## src/hw/rtl/itrd_pkg.sv

```systemverilog
// itrd_pkg: shared types and constants for the integer to radix digit converter.
// No dependencies.
`default_nettype none

package itrd_pkg;

    localparam int VALUE_W  = 32;
    localparam int RADIX_W  = 6;
    localparam int CHAR_W   = 7;
    localparam int STORE_DEPTH = 32;
    localparam int ADDR_W   = 5;
    localparam int COUNT_W  = 6;
    localparam int BYTE_W   = 8;

    localparam logic [RADIX_W-1:0] RADIX_MIN = 6'd2;
    localparam logic [RADIX_W-1:0] RADIX_MAX = 6'd36;
    localparam logic [CHAR_W-1:0]  CHAR_ZERO = 7'h30;   // '0'
    localparam logic [CHAR_W-1:0]  CHAR_A    = 7'h61;   // 'a'

    typedef struct packed {
        logic [VALUE_W-1:0] value;
        logic [RADIX_W-1:0] radix;
    } item_t;

    typedef struct packed {
        logic [CHAR_W-1:0] char_code;
        logic              last_digit;
    } digit_t;

    typedef enum logic [1:0] {
        S_IDLE,
        S_DIV,
        S_READ,
        S_EMIT
    } state_t;

endpackage

`default_nettype wire

```

## src/hw/rtl/integer_to_radix_digits.sv

```systemverilog
// integer_to_radix_digits: 32-bit value to lower-case ASCII digits in radix 2..36.
// Depends on itrd_pkg and itrd_div_step.
//
// Each digit of the value comes from four uses of the byte-wide divide
// step; once division ends, each digit beat is a store read, then present.
// The input stalls from the item beat until the last digit beat is taken,
// so a new item is not taken while one is in progress; the divide step and
// the single store read port set the rate. Reset clears the sequencer and
// counters; the digit store is not cleared.
`default_nettype none

module integer_to_radix_digits (
    input  logic            clk,
    input  logic            rst_n,
    input  logic            item_valid,
    output logic            item_stall,
    input  itrd_pkg::item_t item,
    output logic            digit_valid,
    input  logic            digit_stall,
    output itrd_pkg::digit_t digit
);
    import itrd_pkg::*;

    localparam int STEPS  = VALUE_W / BYTE_W;
    localparam int STEP_W = $clog2(STEPS);

    state_t state_reg, state_next;

    // running quotient, shifted a byte per step; after STEPS steps it holds
    // the full quotient of the digit just produced
    logic [VALUE_W-1:0]          quot_reg, quot_next;
    logic [RADIX_W-1:0]          rem_reg, rem_next;
    logic [STEP_W-1:0]           step_reg, step_next;
    logic [RADIX_W-1:0]          base_reg, base_next;
    logic [COUNT_W-1:0]          count_reg, count_next;
    logic [ADDR_W-1:0]           rd_idx_reg, rd_idx_next;
    logic                        last_reg, last_next;
    logic [RADIX_W-1:0]          rd_data_reg;

    logic [RADIX_W-1:0]          store_mem [STORE_DEPTH];

    logic [RADIX_W-1:0]          rem_step;
    logic [BYTE_W-1:0]           quo_byte;
    logic [VALUE_W-1:0]          quot_shift;
    logic                        last_step;
    logic                        div_done;
    logic                        store_we;
    logic                        rd_en;

    function automatic logic [RADIX_W-1:0] clamp_radix(input logic [RADIX_W-1:0] r);
        logic [RADIX_W-1:0] b;
        b = r;
        if (r < RADIX_MIN)
            b = RADIX_MIN;
        else if (r > RADIX_MAX)
            b = RADIX_MAX;
        return b;
    endfunction

    function automatic logic [CHAR_W-1:0] digit_char(input logic [RADIX_W-1:0] d);
        logic [CHAR_W-1:0] c;
        if (d < 6'd10)
            c = CHAR_ZERO + {1'b0, d};
        else
            c = CHAR_A + {1'b0, d} - 7'd10;
        return c;
    endfunction

    itrd_div_step u_div_step (
        .base     (base_reg),
        .rem_in   (rem_reg),
        .num_byte (quot_reg[VALUE_W-1 -: BYTE_W]),
        .rem_out  (rem_step),
        .quo_byte (quo_byte)
    );

    assign quot_shift = {quot_reg[VALUE_W-BYTE_W-1:0], quo_byte};
    assign last_step  = (step_reg == STEP_W'(STEPS - 1));
    // stop when the quotient runs out or the store is full
    assign div_done   = last_step &&
                        ((quot_shift == '0) || (count_reg == COUNT_W'(STORE_DEPTH - 1)));

    // next state
    always_comb
    begin
        state_next = state_reg;
        case (state_reg)
            S_IDLE:
                if (item_valid)
                    state_next = S_DIV;
            S_DIV:
                if (div_done)
                    state_next = S_READ;
            S_READ:
                state_next = S_EMIT;
            S_EMIT:
                if (!digit_stall)
                    state_next = last_reg ? S_IDLE : S_READ;
            default:
                state_next = S_IDLE;
        endcase
    end

    // outputs and strobes
    always_comb
    begin
        item_stall        = (state_reg != S_IDLE);
        digit_valid       = (state_reg == S_EMIT);
        store_we          = (state_reg == S_DIV) && last_step;
        rd_en             = (state_reg == S_READ);
        digit.char_code   = digit_char(rd_data_reg);
        digit.last_digit  = last_reg;
    end

    // datapath next values
    always_comb
    begin
        quot_next   = quot_reg;
        rem_next    = rem_reg;
        step_next   = step_reg;
        base_next   = base_reg;
        count_next  = count_reg;
        rd_idx_next = rd_idx_reg;
        last_next   = last_reg;
        case (state_reg)
            S_IDLE:
                if (item_valid)
                begin
                    quot_next  = item.value;
                    rem_next   = '0;
                    step_next  = '0;
                    base_next  = clamp_radix(item.radix);
                    count_next = '0;
                end
            S_DIV:
            begin
                quot_next = quot_shift;
                step_next = step_reg + 1'b1;
                rem_next  = rem_step;
                if (last_step)
                begin
                    rem_next   = '0;
                    count_next = count_reg + 1'b1;
                end
                // most significant digit sits at the last written slot
                if (div_done)
                    rd_idx_next = count_reg[ADDR_W-1:0];
            end
            S_READ:
                last_next = (rd_idx_reg == '0);
            S_EMIT:
                if (!digit_stall && !last_reg)
                    rd_idx_next = rd_idx_reg - 1'b1;
            default:
            begin
            end
        endcase
    end

    always_ff @(posedge clk or negedge rst_n)
    begin
        if (!rst_n)
        begin
            state_reg  <= S_IDLE;
            quot_reg   <= '0;
            count_reg  <= '0;
            step_reg   <= '0;
            last_reg   <= 1'b0;
            rd_idx_reg <= '0;
        end
        else
        begin
            state_reg  <= state_next;
            quot_reg   <= quot_next;
            count_reg  <= count_next;
            step_reg   <= step_next;
            last_reg   <= last_next;
            rd_idx_reg <= rd_idx_next;
        end
    end

    always_ff @(posedge clk)
    begin
        rem_reg  <= rem_next;
        base_reg <= base_next;
    end

    // digit store: one write port, one registered read port
    always_ff @(posedge clk)
    begin
        if (store_we)
            store_mem[count_reg[ADDR_W-1:0]] <= rem_step;
    end

    always_ff @(posedge clk)
    begin
        if (rd_en)
            rd_data_reg <= store_mem[rd_idx_reg];
    end

    // checks
    a_count_bound: assert property (@(posedge clk) disable iff (!rst_n)
        count_reg <= COUNT_W'(STORE_DEPTH))
        else $error("digit count beyond store depth");

    a_accept_starts_div: assert property (@(posedge clk) disable iff (!rst_n)
        item_valid && !item_stall |=> state_reg == S_DIV && step_reg == '0)
        else $error("item beat did not start division");

    a_last_frees_input: assert property (@(posedge clk) disable iff (!rst_n)
        digit_valid && !digit_stall && digit.last_digit |=> !item_stall)
        else $error("input still stalled after final digit");

    a_rem_below_base: assert property (@(posedge clk) disable iff (!rst_n)
        state_reg == S_DIV |-> rem_reg < base_reg && base_reg >= RADIX_MIN
                               && base_reg <= RADIX_MAX)
        else $error("remainder or radix out of range");

    a_emit_has_digits: assert property (@(posedge clk) disable iff (!rst_n)
        state_reg == S_READ |-> count_reg != '0 && rd_idx_reg < count_reg[ADDR_W:0])
        else $error("store read past written digits");

endmodule

`default_nettype wire

```

## src/hw/rtl/itrd_div_step.sv

```systemverilog
// itrd_div_step: divides one byte of the running quotient by the radix,
// eight restoring steps on a narrow remainder. Depends on itrd_pkg.
`default_nettype none

module itrd_div_step (
    input  logic [itrd_pkg::RADIX_W-1:0] base,
    input  logic [itrd_pkg::RADIX_W-1:0] rem_in,
    input  logic [itrd_pkg::BYTE_W-1:0]  num_byte,
    output logic [itrd_pkg::RADIX_W-1:0] rem_out,
    output logic [itrd_pkg::BYTE_W-1:0]  quo_byte
);
    import itrd_pkg::*;

    // rem_in < base, so the shifted partial remainder fits one extra bit
    always_comb
    begin
        logic [RADIX_W:0] r;
        r        = {1'b0, rem_in};
        quo_byte = '0;
        for (int i = BYTE_W - 1; i >= 0; i--)
        begin
            r = {r[RADIX_W-1:0], num_byte[i]};
            if (r >= {1'b0, base})
            begin
                r           = r - {1'b0, base};
                quo_byte[i] = 1'b1;
            end
        end
        rem_out = r[RADIX_W-1:0];
    end

endmodule

`default_nettype wire

```

## config.mk

```make
export PLATFORM = sky130hd
export DESIGN_NAME = integer_to_radix_digits
export DESIGN_NICKNAME = d
export VERILOG_FILES = /design/src/hw/rtl/itrd_pkg.sv /design/src/hw/rtl/integer_to_radix_digits.sv /design/src/hw/rtl/itrd_div_step.sv
export SDC_FILE = /design/constraint.sdc
export NUM_CORES = 1
export LEC_CHECK = 0
export BUFFER_PORTS_ARGS = -buffer_cell sky130_fd_sc_hd__buf_2
export CAP_MARGIN = 20
export CORE_UTILIZATION = 35
export CTS_BUF_LIST = sky130_fd_sc_hd__clkbuf_4
export DETAILED_ROUTE_END_ITERATION = 8
export MAX_ROUTING_LAYER = met4
export PLACE_DENSITY = 0.48
export SYNTH_ARGS = -nofsm -noshare
export SYNTH_HDL_FRONTEND = slang
export SYNTH_HIERARCHICAL = 1
export SYNTH_SLANG_ARGS = --single-unit
```

## constraint.sdc

```tcl
create_clock -name clk -period 19.9 [get_ports clk]
set_input_delay 1.99 -clock clk [delete_from_list [all_inputs] [get_ports clk]]
set_output_delay 1.99 -clock clk [all_outputs]
set_load 0.05 [all_outputs]
```

**Yosys cells after proc, flatten, opt, wreduce, memory -nomap -nowiden**

Memory sizes are Yosys's and may differ from the RTL's. A register that Yosys moved wholly into a read port is not among the register bits.
Cells that the tools add are included.

- Multiply operators: 0
- $lt $le $gt $ge: 11
- Equal/unequal tests: 10
- Add/subtract/negate cells: 14
- Reduce and logical (&&, ||, !) cells: 18
- Div/mod/pow operators: 0
- Bitwise logic cells: 0
- Multiplexer cells: 37
- Shift operators: 0

Operator list:

| operator | number |
|---|---|
| $mux W6 | 12 |
| $pmux W32 S2 | 1 |
| $ge A7 B6 Y1 | 8 |
| $sub A6 B6 Y6 | 8 |
| $logic_not A32 Y1 | 1 |
| $mux W32 | 1 |
| $pmux W6 S2 | 2 |
| $mux W1 | 10 |
| $mux W2 | 5 |
| $mux W5 | 2 |
| $pmux W5 S2 | 1 |
| $reduce_and A3 Y1 | 3 |
| $ne A2 B2 Y1 const B | 4 |
| $pmux W2 S4 | 1 |
| $add A6 B6 Y7 const A | 1 |
| $add A7 B6 Y7 const A | 1 |
| $mux W7 | 1 |
| $sub A7 B4 Y7 const B | 1 |
| $add A6 B1 Y6 const B | 1 |
| $eq A2 B2 Y1 const B | 3 |
| $eq A6 B5 Y1 const B | 1 |
| $gt A6 B6 Y1 const B | 1 |
| $lt A6 B2 Y1 const B | 1 |
| $lt A6 B4 Y1 const B | 1 |
| other kinds (13) | 19 |

- Logic and storage cells: 100
- Input port bits: 42
- Memories: 1
- Bits in latches: 0
- Memory bits (read-only): 0
- RAM bits: 192
- Register bits: 60
- Output and inout port bits: 10

Memory list:

| memory | depth | bits a word | read ports | clocked after Yosys merged registers in | write ports | line | source |
|---|---|---|---|---|---|---|---|
| store_mem | 32 | 6 | 1 | 1 | 1 | integer_to_radix_digits.sv:40 | `logic [RADIX_W-1:0] store_mem [STORE_DEPTH];` |

**Longest topological paths before layout**

- Depth in word-level cells: 21
- Gate-level depth with buffers: 87
- Mapped depth without buffers: 84

**By module**

The synthesis kept the hierarchy.

Modules (own cells, without submodules):

| module | cells an instance | area an instance (µm²) | instances | sequential area each (µm²) |
|---|---|---|---|---|
| integer_to_radix_digits | 679 | 10,892.9 | 1 | 7,507.2 |
| itrd_div_step | 362 | 2,798.9 | 1 | 0.0 |

**Worst setup path after synthesis**

Ideal clock, no wire load.

- Path kind: reg-to-reg
- Start: reg base_reg[1]
- End: reg rem_reg[0] (data pin)
- Library setup time: 139 ps
- Buffers on the path: 3
- Required time: 19,761 ps
- Path slack: 3,405 ps
- Stages on the path, launching flop included: 81
- Data arrival time: 16,357 ps
- Clock period less this slack: 16,495 ps
- Cells stage by stage: edfxtp_1 > inv_1 > ha_1 > a21o_1 > a31oi_1 > o21a_1 > buf_6 > inv_2 > mux2_2 > inv_1 > ha_1 > a2111oi_0 > o31ai_1 > a221o_1 > nor2_4 > inv_2 > buf_6 > o21ai_0 > [45 not listed] > nand2b_1 > a21o_1 > a21o_1 > a211oi_1 > o31ai_1 > a221o_1 > mux2i_1 > ha_1 > a21o_1 > a21o_1 > a21o_1 > a21o_1 > a31o_2 > a21oi_1 > o21ai_1 > a221oi_4 > mux2i_1 > and3_1

- Word-level cells in the longest chain between the ends: 18
- Elaborated cells on any way between the ends: 25
- Classes of those cells: add/sub: 7; order compare: 8; mux: 10

RTL lines:

| element | line | source |
|---|---|---|
| start: declaration | integer_to_radix_digits.sv:34 | `logic [RADIX_W-1:0] base_reg, base_next;` |
| start signal: assignment | integer_to_radix_digits.sv:185 | `base_reg <= base_next;` |
| $sub A6 B6 Y6 or $ge A7 B6 Y1 (tied branches) | itrd_div_step.sv:25, itrd_div_step.sv:23 |  |
| $mux W6 | itrd_div_step.sv:23 | `if (r >= {1'b0, base})` |
| $sub A6 B6 Y6 or $ge A7 B6 Y1 (tied branches) | itrd_div_step.sv:25, itrd_div_step.sv:23 |  |
| $mux W6 | itrd_div_step.sv:23 |  |
| $sub A6 B6 Y6 or $ge A7 B6 Y1 (tied branches) | itrd_div_step.sv:25, itrd_div_step.sv:23 |  |
| $mux W6 | itrd_div_step.sv:23 |  |
| $sub A6 B6 Y6 or $ge A7 B6 Y1 (tied branches) | itrd_div_step.sv:25, itrd_div_step.sv:23 |  |
| $mux W6 | itrd_div_step.sv:23 |  |
| [3 not listed] | -- |  |
| $mux W6 | itrd_div_step.sv:23 |  |
| $sub A6 B6 Y6 or $ge A7 B6 Y1 (tied branches) | itrd_div_step.sv:25, itrd_div_step.sv:23 |  |
| $mux W6 | itrd_div_step.sv:23 |  |
| $ge A7 B6 Y1 * | itrd_div_step.sv:23 |  |
| $mux W6 * | itrd_div_step.sv:23 |  |
| via rem_step[0] | integer_to_radix_digits.sv:42 | `logic [RADIX_W-1:0] rem_step;` |
| $mux W6 * | integer_to_radix_digits.sv:140 | `if (last_step)` |
| $pmux W6 S2 * | integer_to_radix_digits.sv:125 | `case (state_reg)` |
| end signal: assignment | integer_to_radix_digits.sv:184 | `rem_reg <= rem_next;` |
| end: declaration | integer_to_radix_digits.sv:32 | `logic [RADIX_W-1:0] rem_reg, rem_next;` |

The timed path passes the listed nets; every way through them passes the cells marked *.
A chain may end at the register's enable or synchronous reset.

**Worst setup path after layout**

- Start: reg base_reg[4]
- End: reg rd_idx_reg[4]

- Elaborated cells on any way between the ends: 35
- Classes of those cells: add/sub: 7; order compare: 8; eq/ne: 1; mux: 15; reduce/logical: 4

RTL lines:

| element | line | source |
|---|---|---|
| $ge A7 B6 Y1 | itrd_div_step.sv:23 |  |
| $mux W1 | itrd_div_step.sv:23 |  |
| via quo_byte[7] | integer_to_radix_digits.sv:43 | `logic [BYTE_W-1:0] quo_byte;` |
| $logic_not A32 Y1 | integer_to_radix_digits.sv:81 | `((quot_shift == '0) \|\| (count_reg == COUNT_W'(STORE_DEPTH - 1)));` |
| $logic_or A1 B1 Y1 | integer_to_radix_digits.sv:81 |  |
| $logic_and A1 B1 Y1 | integer_to_radix_digits.sv:80 | `assign div_done = last_step &&` |
| $ne A2 B2 Y1 (no line) | -- |  |
| $reduce_and A3 Y1 (no line) | -- |  |
| end signal: assignment | integer_to_radix_digits.sv:178 | `rd_idx_reg <= rd_idx_next;` |
| end: declaration | integer_to_radix_digits.sv:36 | `logic [ADDR_W-1:0] rd_idx_reg, rd_idx_next;` |

The timed path passes the listed nets, and every way through them passes these cells.

==> flow_summary.toml <==
[floorplanning]
start_util_pct = 35.4
ioPinCount = 52
dieArea_um2 = 39900
rows = 72
die_h_um = 200
core_um2 = 38600
die_x_um = 200

[clocking]
cts-root-buf = "clkbuf_4"
h-tree-depth = 3
cts_buffers = 73
clk_latency_ns = 0.72
cts_sinks = 258
clk_path_buf_depth = 3
clk_pin_slew_ns = 0.06
tritoncts = "yes"

[logic_synthesis]
synth_fp_nets = 1150
postSynthCellCount = 1041
yosys_most_used_dff = "edfxtp_1"
synthTopCellsByArea = "edfxtp_1, dfrtp_1, mux4_2"
ys_types = 86
synthArstFlopShare_pct = 18.6
yosys_warnings = 6
synth_most_common_cell = "edfxtp_1"
synth_top_area_share_pct = 46.1
syn-mean-instance-area_um2 = 13.2
seq_area_frac_synth_pct = 54.8
ys_ff_latch = 258
synth_common_cells = "edfxtp_1, nand2_1, nor2_1, ha_1, o21ai_0"
netlist_area_um2 = 13700
synth-edff-count = 210
netlist.top_cell.by_area = "edfxtp_1"

[place]
port_buffers = 51
place_ws_ns = 0.852
place_congestion = 0.877
dpl.hpwl_um = 23100

[detailed_routing]
drt_wl_total_um = 34400
drtAntennaViolNets = 0
wl_per_cell_um = 20.1
post-route-drc-count = 0
first_iter_violations = 626
first_pass_iters = 5
viasPerCell = 5.27
dr_total_vias = 9031

[global_routing]
grt_pass1_vias = 8983
grt_pass1_wl_um = 52800
antenna_found_initial = 4
grt_use_total_pct = 18.4
grt_max_degree = 73
gr-total-overflow = 0

[timing]
setup_slack_ns = 1.41
rsz0062_at_grt = "no"
finalCriticalPeriod_ns = 18.49
finalCritPeriodShare_pct = 92.9
setup_tns_ns = 0
fmax_ghz = 0.0541
setup_violations = 0
tightest_slew_ns = 1.05
hold_violations = 0
maxSlewHeadroom_pct = 28.8
finClkSkew_ns = 0.0544
slew_violations = 0

[critical_path]
worstSetupEndpointType = "flop"
cp.arrival_ns = 19.06
cp_max_fo = 12
slowest_delay_ns = 0.44
cpMaxStageDelayCell = "a2111oi_0"
critical_path_required_ns = 20.47
path_class = "flop to flop"
cp_common_cell = "a21o_1"
start_kind = "flop"
r2r_cells = 83

[cells_and_area]
final_nets = 1252
largest_reg_flops = 192
drive_gt1_share_pct = 24.5
area_delta_synth_final_pct = 12.9
n_fill_cell = 3704

[job]
drv_cap = 0

[worst_hold_path]
min_delay_path_depth = 1
min_path_type = "flop to flop"

[status]
status = "complete, no violations"
[placed cells by master (no fill, tap or decap), types with 8 or more instances in the layout]
| cell type | count |
|---|---|
| o22ai_1 | 16 |
| nand3b_1 | 8 |
| buf_4 | 15 |
| nand2b_1 | 15 |
| nand2_1 | 77 |
| mux2_2 | 26 |
| mux4_2 | 42 |
| xnor2_1 | 18 |
| and3_1 | 13 |
| mux2i_1 | 41 |
| clkbuf_4 | 107 |
| nor2b_1 | 13 |
| clkinv_1 | 8 |
| o21ai_1 | 9 |
| nand3_1 | 13 |
| a31oi_1 | 10 |
| a21o_1 | 17 |
| a22oi_1 | 12 |
| dfrtp_1 | 46 |
| o21ai_0 | 58 |
| edfxtp_1 | 210 |
| a21oi_1 | 32 |
| nor2_1 | 64 |
| fa_1 | 8 |
| o211ai_1 | 9 |
| buf_2 | 51 |
| inv_1 | 52 |
| ha_1 | 59 |
| xor2_1 | 16 |
[kinds of logic (layout without fill, tap and decap cells)]
family | count (synthesis) | after routing | share of synthesized area [%]
XOR/XNOR | 34 | 34 | 2.17
adder cells (fa/ha/maj) | 68 | 68 | 6.63
flip-flops | 258 | 258 | 54.8
buffers and inverters | 99 | 250 | 3.59
AO/OA/AOI/OAI | 216 | 216 | 10.9
other | 0 | 4 | 0
multiplexers | 113 | 113 | 12.4
AND/OR/NAND/NOR | 253 | 253 | 9.43
[per-layer routing]
metal | part of all wire (%) | global-route usage [%] | vias to the layer above | wire (um)
met5 | 0 | - | - | 0
met4 | 1.6 | 5.43 | 0 | 554
met3 | 5.3 | 3.90 | 50 | 1810
met2 | 46 | 28.1 | 259 | 15900
met1 | 47 | 24.5 | 4496 | 16100
li1 | - | - | 4226 | -
[final timing paths]
kind                                 end  slack, ns   startpoint
min in group asynchronous   quot_reg[28]       1.40        rst_n
setup / recovery           rd_idx_reg[4]       1.41  base_reg[4]
hold reg to reg              step_reg[0]       0.49  step_reg[0]
setup reg to reg           rd_idx_reg[4]       1.41  base_reg[4]
hold / removal               step_reg[0]       0.49  step_reg[0]
max in group asynchronous  rd_idx_reg[1]      17.96        rst_n
[cell type report]
| type | count | area [um^2] | share of cell area (%) |
|---|---|---|---|
| inverters | 57 | 220 | 1.42 |
| multi-input cells | 684 | 5730 | 37.1 |
| flip-flops and latches | 258 | 7510 | 48.6 |
| diodes | 4 | 10.0 | 0.0647 |
| repair buffers | 69 | 430 | 2.78 |
| well taps | 518 | 648 | 4.19 |
| clock inverters | 17 | 106 | 0.688 |
| clock buffers | 107 | 803 | 5.20 |
[through the flow]
| step | utilization [%] | hold WS (ns) | cells | area, um^2 |
|---|---|---|---|---|
| 2_1_floorplan | - | 0.457 | 1041 | 13700 |
| 3_3_place_gp | 37.2 | 0.476 | 1573 | 14400 |
| 3_5_place_dp | 37.2 | 0.482 | 1573 | 14400 |
| 4_1_cts | 39.6 | 0.493 | 1697 | 15300 |
| 5_1_grt | 40.0 | 0.512 | 1714 | 15500 |
| 6_report | 40.0 | 0.487 | 1714 | 15500 |
[what timing repair did]
item | CTS | global route
hold buffers | 0 | 0
resized for setup | 0 | 2
endpoints found under the setup margin | 0 | 205
buffers inserted | 0 | 11
[critical path: cells and delay by family, from the launching register on]
kind                       cells  cell delay (ns)
AOI/OAI and AO/OA             43            10.45
and+or+nand+nor               18             2.47
adders and majority gates      8             2.41
muxes                          4             1.39
buffers and inverters         10             1.20
DFF                            1             0.36
Power is left out: the tool's default activity adds up to more than one toggle a clock period on the data nets, which glitch-free logic cannot reach.
